**src/rmm_pkg.sv**
```systemverilog
// shared types and constants for the running min/max/mean/std-dev unit
// no dependencies
package rmm_pkg;

  localparam logic [6:0] CLAMP_LIMIT = 7'd100;

  typedef enum logic [3:0] {
    ST_IDLE,
    ST_MUL_A,
    ST_MUL_B,
    ST_DIV_MEAN,
    ST_DIFF,
    ST_SQRT,
    ST_SD_LOAD,
    ST_DIV_SD,
    ST_DONE
  } state_t;

  // handshake between the sequencer and the top level
  typedef struct packed {
    logic idle;
    logic done;
  } core_ctl_t;

  // one result beat, fields in output order
  typedef struct packed {
    logic [13:0] std_dev_q8;
    logic [14:0] mean_q8;
    logic [6:0]  max_value;
    logic [6:0]  min_value;
    logic [7:0]  entry_count;
    logic        was_clamped;
    logic        accepted;
  } result_t;

endpackage

```
**src/running_min_max_mean_stddev_unit.sv**
```systemverilog
// Running min/max/mean/std-dev over percentage samples. Each input beat is one
// 7-bit sample (clamped to 100); each produces one result beat with the count,
// min, max, mean and population standard deviation (both with FRAC_BITS
// fraction bits, truncated). A single compare-subtract unit retires one
// quotient or root bit per cycle across the mean division, the square root
// and the final division by the count, after two passes through one shared
// multiplier. s_tready is high only while the sequencer is idle; a finished
// result waits in the output register.
// depends on rmm_pkg, rmm_stats, rmm_core
module running_min_max_mean_stddev_unit #(
  parameter int MAX_ENTRIES = 128,
  parameter int FRAC_BITS   = 8
) (
  input  logic        clk,
  input  logic        rst,
  input  logic        s_tvalid,
  output logic        s_tready,
  input  logic [7:0]  s_tdata,   // [6:0] sample_value
  output logic        m_tvalid,
  input  logic        m_tready,
  // [0] accepted, [1] was_clamped, [9:2] entry_count, [16:10] min_value,
  // [23:17] max_value, [38:24] mean_q8, [52:39] std_dev_q8
  output logic [55:0] m_tdata
);
  import rmm_pkg::*;

  localparam longint unsigned DMAX =
    64'd10000 * 64'(MAX_ENTRIES) * 64'(MAX_ENTRIES);
  localparam int CW = $clog2(MAX_ENTRIES + 1);
  localparam int SW = $clog2(100 * MAX_ENTRIES + 1);
  localparam int QW = $clog2(10000 * MAX_ENTRIES + 1);
  localparam int DW = $clog2(DMAX + 1);
  localparam int DP = (DW + 1) / 2;
  localparam int RB = DP + FRAC_BITS;
  localparam int MW = SW + FRAC_BITS;
  localparam int N1 = (MW > 2*DP) ? MW : 2*DP;
  localparam int NW = (N1 > RB) ? N1 : RB;
  localparam int UW = (RB + 2 > CW + 1) ? RB + 2 : CW + 1;
  localparam int IW = $clog2((MW > RB) ? MW : RB);

  logic          s_beat;
  logic          out_free;
  logic [CW-1:0] count;
  logic [6:0]    min_value;
  logic [6:0]    max_value;
  logic [SW-1:0] sum;
  logic [QW-1:0] sum_sq;
  logic          accepted;
  logic          was_clamped;
  core_ctl_t     ctl;
  logic [14:0]   mean_q8;
  logic [13:0]   std_dev_q8;
  result_t       res;

  assign s_tready = ctl.idle;
  assign s_beat   = s_tvalid & s_tready;
  assign out_free = ~m_tvalid | m_tready;

  rmm_stats #(
    .MAX_ENTRIES (MAX_ENTRIES),
    .CW          (CW),
    .SW          (SW),
    .QW          (QW)
  ) u_stats (
    .clk          (clk),
    .rst          (rst),
    .upd          (s_beat),
    .sample_value (s_tdata[6:0]),
    .count        (count),
    .min_value    (min_value),
    .max_value    (max_value),
    .sum          (sum),
    .sum_sq       (sum_sq),
    .accepted     (accepted),
    .was_clamped  (was_clamped)
  );

  rmm_core #(
    .FRAC_BITS (FRAC_BITS),
    .CW        (CW),
    .SW        (SW),
    .QW        (QW),
    .DW        (DW),
    .DP        (DP),
    .RB        (RB),
    .MW        (MW),
    .NW        (NW),
    .UW        (UW),
    .IW        (IW)
  ) u_core (
    .clk        (clk),
    .rst        (rst),
    .start      (s_beat),
    .out_free   (out_free),
    .count      (count),
    .sum        (sum),
    .sum_sq     (sum_sq),
    .ctl        (ctl),
    .mean_q8    (mean_q8),
    .std_dev_q8 (std_dev_q8)
  );

  // output register
  always_ff @(posedge clk) begin
    if (rst) begin
      m_tvalid <= 1'b0;
    end else if (ctl.done) begin
      m_tvalid <= 1'b1;
    end else if (m_tready) begin
      m_tvalid <= 1'b0;
    end
  end

  always_ff @(posedge clk) begin
    if (ctl.done) begin
      res.accepted    <= accepted;
      res.was_clamped <= was_clamped;
      res.entry_count <= 8'(count);
      res.min_value   <= min_value;
      res.max_value   <= max_value;
      res.mean_q8     <= mean_q8;
      res.std_dev_q8  <= std_dev_q8;
    end
  end

  assign m_tdata = 56'(res);

endmodule

```
**src/rmm_cmpsub.sv**
```systemverilog
// shared compare-and-subtract unit used by every division and square root step
// no dependencies
module rmm_cmpsub #(
  parameter int W = 24
) (
  input  logic [W-1:0] x,
  input  logic [W-1:0] y,
  output logic         ge,
  output logic [W-1:0] diff
);

  logic [W:0] wide;

  assign wide = {1'b0, x} - {1'b0, y};
  assign ge   = ~wide[W];
  assign diff = wide[W-1:0];

endmodule

```
**src/rmm_stats.sv**
```systemverilog
// accumulator registers: count, min, max, sum and sum of squares, plus clamp
// depends on rmm_pkg
module rmm_stats #(
  parameter int MAX_ENTRIES = 128,
  parameter int CW = 8,
  parameter int SW = 14,
  parameter int QW = 21
) (
  input  logic          clk,
  input  logic          rst,
  input  logic          upd,
  input  logic [6:0]    sample_value,
  output logic [CW-1:0] count,
  output logic [6:0]    min_value,
  output logic [6:0]    max_value,
  output logic [SW-1:0] sum,
  output logic [QW-1:0] sum_sq,
  output logic          accepted,
  output logic          was_clamped
);
  import rmm_pkg::*;

  logic [6:0]  v;
  logic        over;
  logic [13:0] vv;
  logic        room;

  assign over = sample_value > CLAMP_LIMIT;
  assign v    = over ? CLAMP_LIMIT : sample_value;
  assign vv   = 14'(v) * 14'(v);
  assign room = count < CW'(MAX_ENTRIES);

  always_ff @(posedge clk) begin
    if (rst) begin
      count       <= '0;
      min_value   <= '0;
      max_value   <= '0;
      sum         <= '0;
      sum_sq      <= '0;
      accepted    <= 1'b0;
      was_clamped <= 1'b0;
    end else if (upd) begin
      was_clamped <= over;
      accepted    <= room;
      if (room) begin
        // first value loads both extremes
        if (count == '0 || v < min_value) min_value <= v;
        if (count == '0 || v > max_value) max_value <= v;
        count  <= count + CW'(1);
        sum    <= sum + SW'(v);
        sum_sq <= sum_sq + QW'(vv);
      end
    end
  end

endmodule

```
**src/rmm_core.sv**
```systemverilog
// sequencer with one shared multiplier and one shared compare-subtract unit
// computes mean and std dev; depends on rmm_pkg and rmm_cmpsub
module rmm_core #(
  parameter int FRAC_BITS = 8,
  parameter int CW = 8,
  parameter int SW = 14,
  parameter int QW = 21,
  parameter int DW = 28,
  parameter int DP = 14,
  parameter int RB = 22,
  parameter int MW = 22,
  parameter int NW = 28,
  parameter int UW = 24,
  parameter int IW = 5
) (
  input  logic          clk,
  input  logic          rst,
  input  logic          start,
  input  logic          out_free,
  input  logic [CW-1:0] count,
  input  logic [SW-1:0] sum,
  input  logic [QW-1:0] sum_sq,
  output rmm_pkg::core_ctl_t ctl,
  output logic [14:0]   mean_q8,
  output logic [13:0]   std_dev_q8
);
  import rmm_pkg::*;

  localparam int XW = (CW > SW) ? CW : SW;
  localparam int YW = (QW > SW) ? QW : SW;

  state_t state, state_next;

  logic [IW-1:0]    step;
  logic [NW-1:0]    num;
  logic [UW-1:0]    rem;
  logic [RB-1:0]    root;
  logic [DW-1:0]    a_reg;
  logic [DW-1:0]    b_reg;
  logic [14:0]      mean_reg;

  logic [XW-1:0]    op_x;
  logic [YW-1:0]    op_y;
  logic [XW+YW-1:0] mul;
  logic [UW-1:0]    cs_x;
  logic [UW-1:0]    cs_y;
  logic             cs_ge;
  logic [UW-1:0]    cs_diff;
  logic [DW-1:0]    d;
  logic             last_mean;
  logic             last_root;

  // shared multiplier: count * sum_sq, then sum * sum
  always_comb begin
    if (state == ST_MUL_A) begin
      op_x = XW'(count);
      op_y = YW'(sum_sq);
    end else begin
      op_x = XW'(sum);
      op_y = YW'(sum);
    end
  end
  assign mul = (XW+YW)'(op_x) * (XW+YW)'(op_y);

  assign d = (a_reg > b_reg) ? (a_reg - b_reg) : '0;

  // division brings down one bit, square root one bit pair
  always_comb begin
    if (state == ST_SQRT) begin
      cs_x = {rem[UW-3:0], num[NW-1:NW-2]};
      cs_y = UW'({root, 2'b01});
    end else begin
      cs_x = {rem[UW-2:0], num[NW-1]};
      cs_y = UW'(count);
    end
  end

  rmm_cmpsub #(.W(UW)) u_cmpsub (
    .x    (cs_x),
    .y    (cs_y),
    .ge   (cs_ge),
    .diff (cs_diff)
  );

  assign last_mean = step == IW'(MW - 1);
  assign last_root = step == IW'(RB - 1);

  always_ff @(posedge clk) begin
    if (rst) state <= ST_IDLE;
    else     state <= state_next;
  end

  always_comb begin
    state_next = state;
    ctl.idle   = 1'b0;
    ctl.done   = 1'b0;
    case (state)
      ST_IDLE: begin
        ctl.idle = 1'b1;
        if (start) state_next = ST_MUL_A;
      end
      ST_MUL_A:    state_next = ST_MUL_B;
      ST_MUL_B:    state_next = ST_DIV_MEAN;
      ST_DIV_MEAN: if (last_mean) state_next = ST_DIFF;
      ST_DIFF:     state_next = ST_SQRT;
      ST_SQRT:     if (last_root) state_next = ST_SD_LOAD;
      ST_SD_LOAD:  state_next = ST_DIV_SD;
      ST_DIV_SD:   if (last_root) state_next = ST_DONE;
      ST_DONE: begin
        if (out_free) begin
          ctl.done   = 1'b1;
          state_next = ST_IDLE;
        end
      end
      default:     state_next = ST_IDLE;
    endcase
  end

  always_ff @(posedge clk) begin
    case (state)
      ST_MUL_A: begin
        a_reg <= mul[DW-1:0];
        num   <= NW'({sum, {FRAC_BITS{1'b0}}}) << (NW - MW);
        rem   <= '0;
        step  <= '0;
      end
      ST_MUL_B: b_reg <= mul[DW-1:0];
      ST_DIV_MEAN, ST_DIV_SD: begin
        rem  <= cs_ge ? cs_diff : cs_x;
        num  <= {num[NW-2:0], cs_ge};
        step <= step + IW'(1);
      end
      ST_DIFF: begin
        mean_reg <= 15'(num[MW-1:0]);
        num      <= NW'((2*DP)'(d)) << (NW - 2*DP);
        rem      <= '0;
        root     <= '0;
        step     <= '0;
      end
      ST_SQRT: begin
        rem  <= cs_ge ? cs_diff : cs_x;
        root <= {root[RB-2:0], cs_ge};
        num  <= num << 2;
        step <= step + IW'(1);
      end
      ST_SD_LOAD: begin
        num  <= NW'(root) << (NW - RB);
        rem  <= '0;
        step <= '0;
      end
      default: ;
    endcase
  end

  assign mean_q8    = mean_reg;
  assign std_dev_q8 = 14'(num[RB-1:0]);

endmodule

```
**config.mk**
```make
export PLATFORM = sky130hd
export DESIGN_NAME = running_min_max_mean_stddev_unit
export DESIGN_NICKNAME = d
export VERILOG_FILES = /design/src/rmm_pkg.sv /design/src/running_min_max_mean_stddev_unit.sv /design/src/rmm_cmpsub.sv /design/src/rmm_stats.sv /design/src/rmm_core.sv
export SDC_FILE = /design/constraint.sdc
export NUM_CORES = 1
export LEC_CHECK = 0
export BUFFER_PORTS_ARGS = -buffer_cell sky130_fd_sc_hd__buf_2
export CAP_MARGIN = 20
export CORE_ASPECT_RATIO = 0.5
export CORE_MARGIN = 5
export CORE_UTILIZATION = 50
export DETAILED_ROUTE_END_ITERATION = 7
export GPL_TIMING_DRIVEN = 0
export PLACE_DENSITY = 0.68
export SYNTH_ARGS = -nofsm -noshare
export SYNTH_HDL_FRONTEND = slang
export SYNTH_SLANG_ARGS = --single-unit
export TNS_END_PERCENT = 30
```
**constraint.sdc**
```tcl
create_clock -name clk -period 7.8 [get_ports clk]
set_input_delay 0.39 -clock clk [delete_from_list [all_inputs] [get_ports clk]]
set_output_delay 0.39 -clock clk [all_outputs]
set_load 0.01 [all_outputs]
```
* Word-level counts from Yosys, hierarchy flattened
Cells that the tools add are included.
Storage, ports and cells: flip-flop bits (word level) 266, word-level logic and storage cells 91, output and inout port bits 58, input port bits 12
Cells by class: reductions and logical operators 15, eq/ne operators 14, add/sub/neg operators 6, $mul 2, bitwise operators 4, multiplexer cells 22, magnitude comparators 5
Operators by type and width (number):
- case mux 28 bit (5 select lines) | 1
- 2-to-1 mux 24 bit | 2
- case mux 23 bit (2 select lines) | 1
- case mux 22 bit (2 select lines) | 1
- case mux 4 bit (9 select lines) | 1
- greater-than comparator 28 bit | 1
- multiplier 14 x 21 -> 28 bit | 1
- 2-to-1 mux 28 bit | 1
- subtractor 28 bit | 1
- subtractor 24 x 24 -> 25 bit | 1
- 2-to-1 mux 23 bit | 1
- adder 21 x 14 -> 21 bit | 1
- 2-to-1 mux 21 bit | 1
- 2-to-1 mux 4 bit | 5
- == test 4 x 3 -> 1 bit, second input constant | 4
- adder 14 x 7 -> 14 bit | 1
- multiplier 7 x 7 -> 14 bit | 1
- 2-to-1 mux 14 bit | 1
- case mux 5 bit (2 select lines) | 1
- adder 8 x 1 -> 8 bit, second input constant | 1
- == test 4 x 2 -> 1 bit, second input constant | 2
- zero test 8 bit | 1
- < comparator 8 bit, second input constant | 1
- greater-than comparator 7 bit | 1
- other kinds (22) | 35

* Logic depth before layout (Yosys ltp)
depth in word-level cells 5, depth in mapped cells 31, mapped depth without buffers 28

* Cells and area by module
Synthesis repeated with hierarchy kept, for this count alone.
Unflattened totals: cells, all modules 2540, area, all modules 24380.9 sq um
By module, submodules not included:
- rmm_core | cells an instance 1712, area each 16618.4 sq um, seq. area each 4554.4 sq um, instances 1
- rmm_stats | cells an instance 574, area each 4809.6 sq um, seq. area each 1181.1 sq um, instances 1
- running_min_max_mean_stddev_unit | cells an instance 62, area each 1670.4 sq um, seq. area each 1611.5 sq um, instances 1
- rmm_cmpsub | cells an instance 192, area each 1282.5 sq um, seq. area each 0.0 sq um, instances 1

* Worst setup path before layout
Ideal clock, no wire load.
kind register to register, start point register u_core.state[3], end point register u_core.a_reg[26] (data pin), cell stages (with the launch flop) 30, required time 7537 ps, arrival time 7549 ps, clock period less this slack 7811 ps, slack -11 ps, buffers on the path 5, library setup time 263 ps, cell sequence dfxtp_1 > clkbuf_1 > nor2b_1 > clkbuf_1 > nand2_1 > clkinv_1 > clkbuf_1 > buf_1 > buf_1 > a21oi_1 > fa_1 > inv_1 > fa_1 > inv_1 > fa_1 > ha_1 > fa_1 > inv_1 > fa_1 > inv_1 > ha_1 > o21a_1 > o21a_1 > nand4_1 > a21boi_0 > a221o_1 > a2111oi_0 > o21bai_1 > a21oi_1 > xnor2_1
Between the ends: longest elaborated chain between the ends 3, elaborated cells on any way between the ends 4, classes of those cells 1 x mul; 1 x eq/ne; 2 x mux
Ends and longest elaborated chain:
- start: declaration | RTL line rmm_core.sv:32 | state_t state, state_next;
- start signal: assignment | RTL line rmm_core.sv:90 | else state <= state_next;
- == test 4 x 1 -> 1 bit * | RTL line rmm_core.sv:55 | if (state == ST_MUL_A) begin
- 2-to-1 mux 14 bit or 2-to-1 mux 21 bit (tied branches) | RTL line rmm_core.sv:55
- multiplier 14 x 21 -> 28 bit * | RTL line rmm_core.sv:63 | assign mul = (XW+YW)'(op_x) * (XW+YW)'(op_y);
- net u_core.mul[26] | RTL line rmm_core.sv:44 | logic [XW+YW-1:0] mul;
- end signal: assignment | RTL line rmm_core.sv:122 | a_reg <= mul[DW-1:0];
- end: declaration | RTL line rmm_core.sv:38 | logic [DW-1:0] a_reg;
The timed path passes the listed nets; every way through them passes the cells marked *. A chain may end at the register's enable or synchronous reset.

* Worst setup path in the final report
start point register u_core.state[3], end point register u_core.b_reg[26] (data pin)
Between the ends: longest elaborated chain between the ends 3, elaborated cells on any way between the ends 4, classes of those cells 1 x mul; 1 x eq/ne; 2 x mux
Ends and longest elaborated chain:
- == test 4 x 1 -> 1 bit * | RTL line rmm_core.sv:55
- 2-to-1 mux 14 bit or 2-to-1 mux 21 bit (tied branches) | RTL line rmm_core.sv:55
- multiplier 14 x 21 -> 28 bit * | RTL line rmm_core.sv:63
- net u_core.mul[26] | RTL line rmm_core.sv:44
- end signal: assignment | RTL line rmm_core.sv:127 | ST_MUL_B: b_reg <= mul[DW-1:0];
- end: declaration | RTL line rmm_core.sv:39 | logic [DW-1:0] b_reg;
Marks and branches as above.

==> out/qor.yml <==
status: "completed"
design.die.area_um2: 51980
cp-start-kind: "register"
die_w_um: 317.5
synth_edf_count: 202
num_rows: 56
finalCritPeriodShare: 0.9629
grt_max_degree: 36
required_ns: 8.11
synthFlopType: "edfxtp_1"
drc: 0
first_iter_violations: 1545
max_stage_delay_ns: 0.55
wl_um: 61210
path_common_cell: "fa_1"
clk_path_buf_depth: 3
cts.reportedPaths.clkPinSlew_ns: 0.07
syn2layout_area_growth_pct: 10.03
place_ws_ns: -1.042
synth_top_area_cell: "edfxtp_1"
htree_levels: 1
start_util: 0.5049
r2r_cells: 28
first_pass_iters: 7
hold_path_class: "input pin to register"
setup_slack_ns: 0.2897
io_buffers: 63
synthTopCellsByArea: "edfxtp_1 (26%), fa_1 (20%), ha_1 (9.3%)"
antenna_found_initial: 0
final_nets: 3035
core-area_um2: 46800
r2r-start: "u_core.state[3]$_SDFFE_PP0P_"
slew_viol_final: 0
fmaxAchievable_mhz: 133.2
hp-start: "m_tready"
drt-vias-per-instance: 5.535
finalHoldViolCount: 0
worst_slew_pin_slew_ns: 1.050
cts_buffers: 26
fin_cells: 3270
min_to: "m_tvalid$_SDFFE_PP0P_"
r2r-end: "u_core.b_reg[26]$_DFFE_PP_"
slew_headroom: 0.3003
finalCriticalPeriod_ns: 7.510
grtUsageTotal: 0.2364
grt_pass1_wl_um: 97920
routabilityCongestion: 0.9503
syn_avg_cell_area_um2: 9.453
synthCells: 2500
cpMaxStageDelayCell: "fa_1"
syn_area_um2: 23630
final_util: 0.5556
endpoint_kind: "register"
drive_gt1_frac: 0.06994
synth_top_area_share: 0.2567
routed-via-count: 18100
clk_latency_ns: 0.57
grt_pass1_vias: 18070
cap_violations: 0
largest_reg_flops: 53
wl_per_cell_um: 18.72
critPathKind: "register to register"
setup_viol: 0
final.setup_skew_ns: 0.02208
placed_cells: 3223
synth_cell_type_count: 76
cts_tree: "yes"
ir_drop_uv: 133.1
layout_commonest_cell: "inv_1"
p_per_area_nw_per_um2: 193.8
nFillCells: 4238
synthArstFlopShare: 0
root_buffer: "clkbuf_16"
startpoint: "u_core.state[3]$_SDFFE_PP0P_"
ioPinCount: 70
ys_warn_count: 0
holdPathStages: 3
ant_nets: 0
synth.ff_latch_count: 266
dp_hpwl_um: 48900
cp_max_fo: 10
reg2reg_slack_ns: 0.29
cts.sinks: 266
grt-ovfl-total: 0
tns_ns: 0
seq_area_frac_synth: 0.3109
die_h_um: 163.7
arrival_ns: 7.82
final_cell_mix: "inv_1 (380), nand2_1 (292), fa_1 (236)"
p_leak_nw: 11.58
==> stage by stage <==
step | power, W | hold WS (ns) | instance area (um^2)
after floorplan | 0.003182 | 0.4003 | 23700
after global placement | 0.003597 | 0.4032 | 24810
after detailed placement | 0.003650 | 0.4045 | 24950
after CTS | 0.005034 | 0.1666 | 25940
after global routing | 0.005375 | 0.1946 | 26000
final | 0.005040 | 0.1727 | 26000
==> worst max path at each step <==
stage                                             to  slack (ns)  cells after the start
after detailed placement  u_core.b_reg[27]$_DFFE_PP_       -1.04                     25
after global placement    u_core.b_reg[27]$_DFFE_PP_       -2.04                     31
after floorplan           u_core.a_reg[26]$_DFFE_PN_        0.06                     29
final                     u_core.b_reg[26]$_DFFE_PP_        0.29                     28
after global routing      u_core.b_reg[26]$_DFFE_PP_       -0.03                     28
after CTS                 u_core.b_reg[26]$_DFFE_PP_        0.02                     28
==> synthesized netlist by cell type, drive strengths merged, types with 16 or more instances <==
cell type,instances
dfxtp,64
fa,236
and2,52
o21ai,90
xnor2,72
nand3,31
a21oi,143
nor2,206
o21a,33
a21o,42
nor3,27
edfxtp,202
nor2b,16
buf,17
a211oi,28
nand2,294
inv,380
mux2i,37
xor2,28
and3,61
ha,176
clkbuf,97
==> worst max-delay path: cells and delay by family, from the launching register on <==
| family | cells | cell delay [ns] |
|---|---|---|
| buffers and inverters | 7 | 1.12 |
| flip-flops | 1 | 0.41 |
| adder cells (fa/ha/maj) | 7 | 3.29 |
| XOR/XNOR | 1 | 0.10 |
| AND/OR/NAND/NOR | 5 | 0.61 |
| AO/OA/AOI/OAI | 8 | 1.72 |
==> power by group <==
part / switching, W / total (W) / internal (W)
combinational: 0.00110 / 0.00184 / 0.000745
sequential: 0.000109 / 0.00182 / 0.00171
clock: 0.000583 / 0.00138 / 0.000796
==> area by class of cell <==
type	instances	area, um^2	share of cell area
multi-input cells	1755	14570	0.5605
clock inverters	14	185.2	0.007122
plain buffers	109	483.0	0.01857
diodes	1	2.502	0.00009624
well taps	638	798.3	0.03070
repair buffers	72	446.7	0.01718
clock buffers	34	732.0	0.02815
inverters	381	1433	0.05510
flip-flops and latches	266	7348	0.2826
==> metal layers <==
metal,vias to the layer above,share of wire,track usage
li1,8497,-,-
met3,115,0.081,0.04876
met4,0,0.032,0.06850
met5,-,0,0
met1,8859,0.44,0.3259
met2,630,0.44,0.3831
==> what timing repair did <==
action                     CTS  global route
buffers inserted             0             3
setup endpoints to repair   28            14
gates resized for setup     32            23
hold buffers                 0             0
pin swaps                    0             2
==> cell families after synthesis <==
logic type,count (synthesis),share of synthesized area
fa+ha+maj,412,0.2931
xor+xnor,100,0.03706
other cells,2,0.0003178
compound gates,426,0.1146
mux,39,0.01662
simple gates,760,0.1469
flops,266,0.3109
buf+inv,495,0.08053
Note: power is estimated with default switching activity, not from simulation.
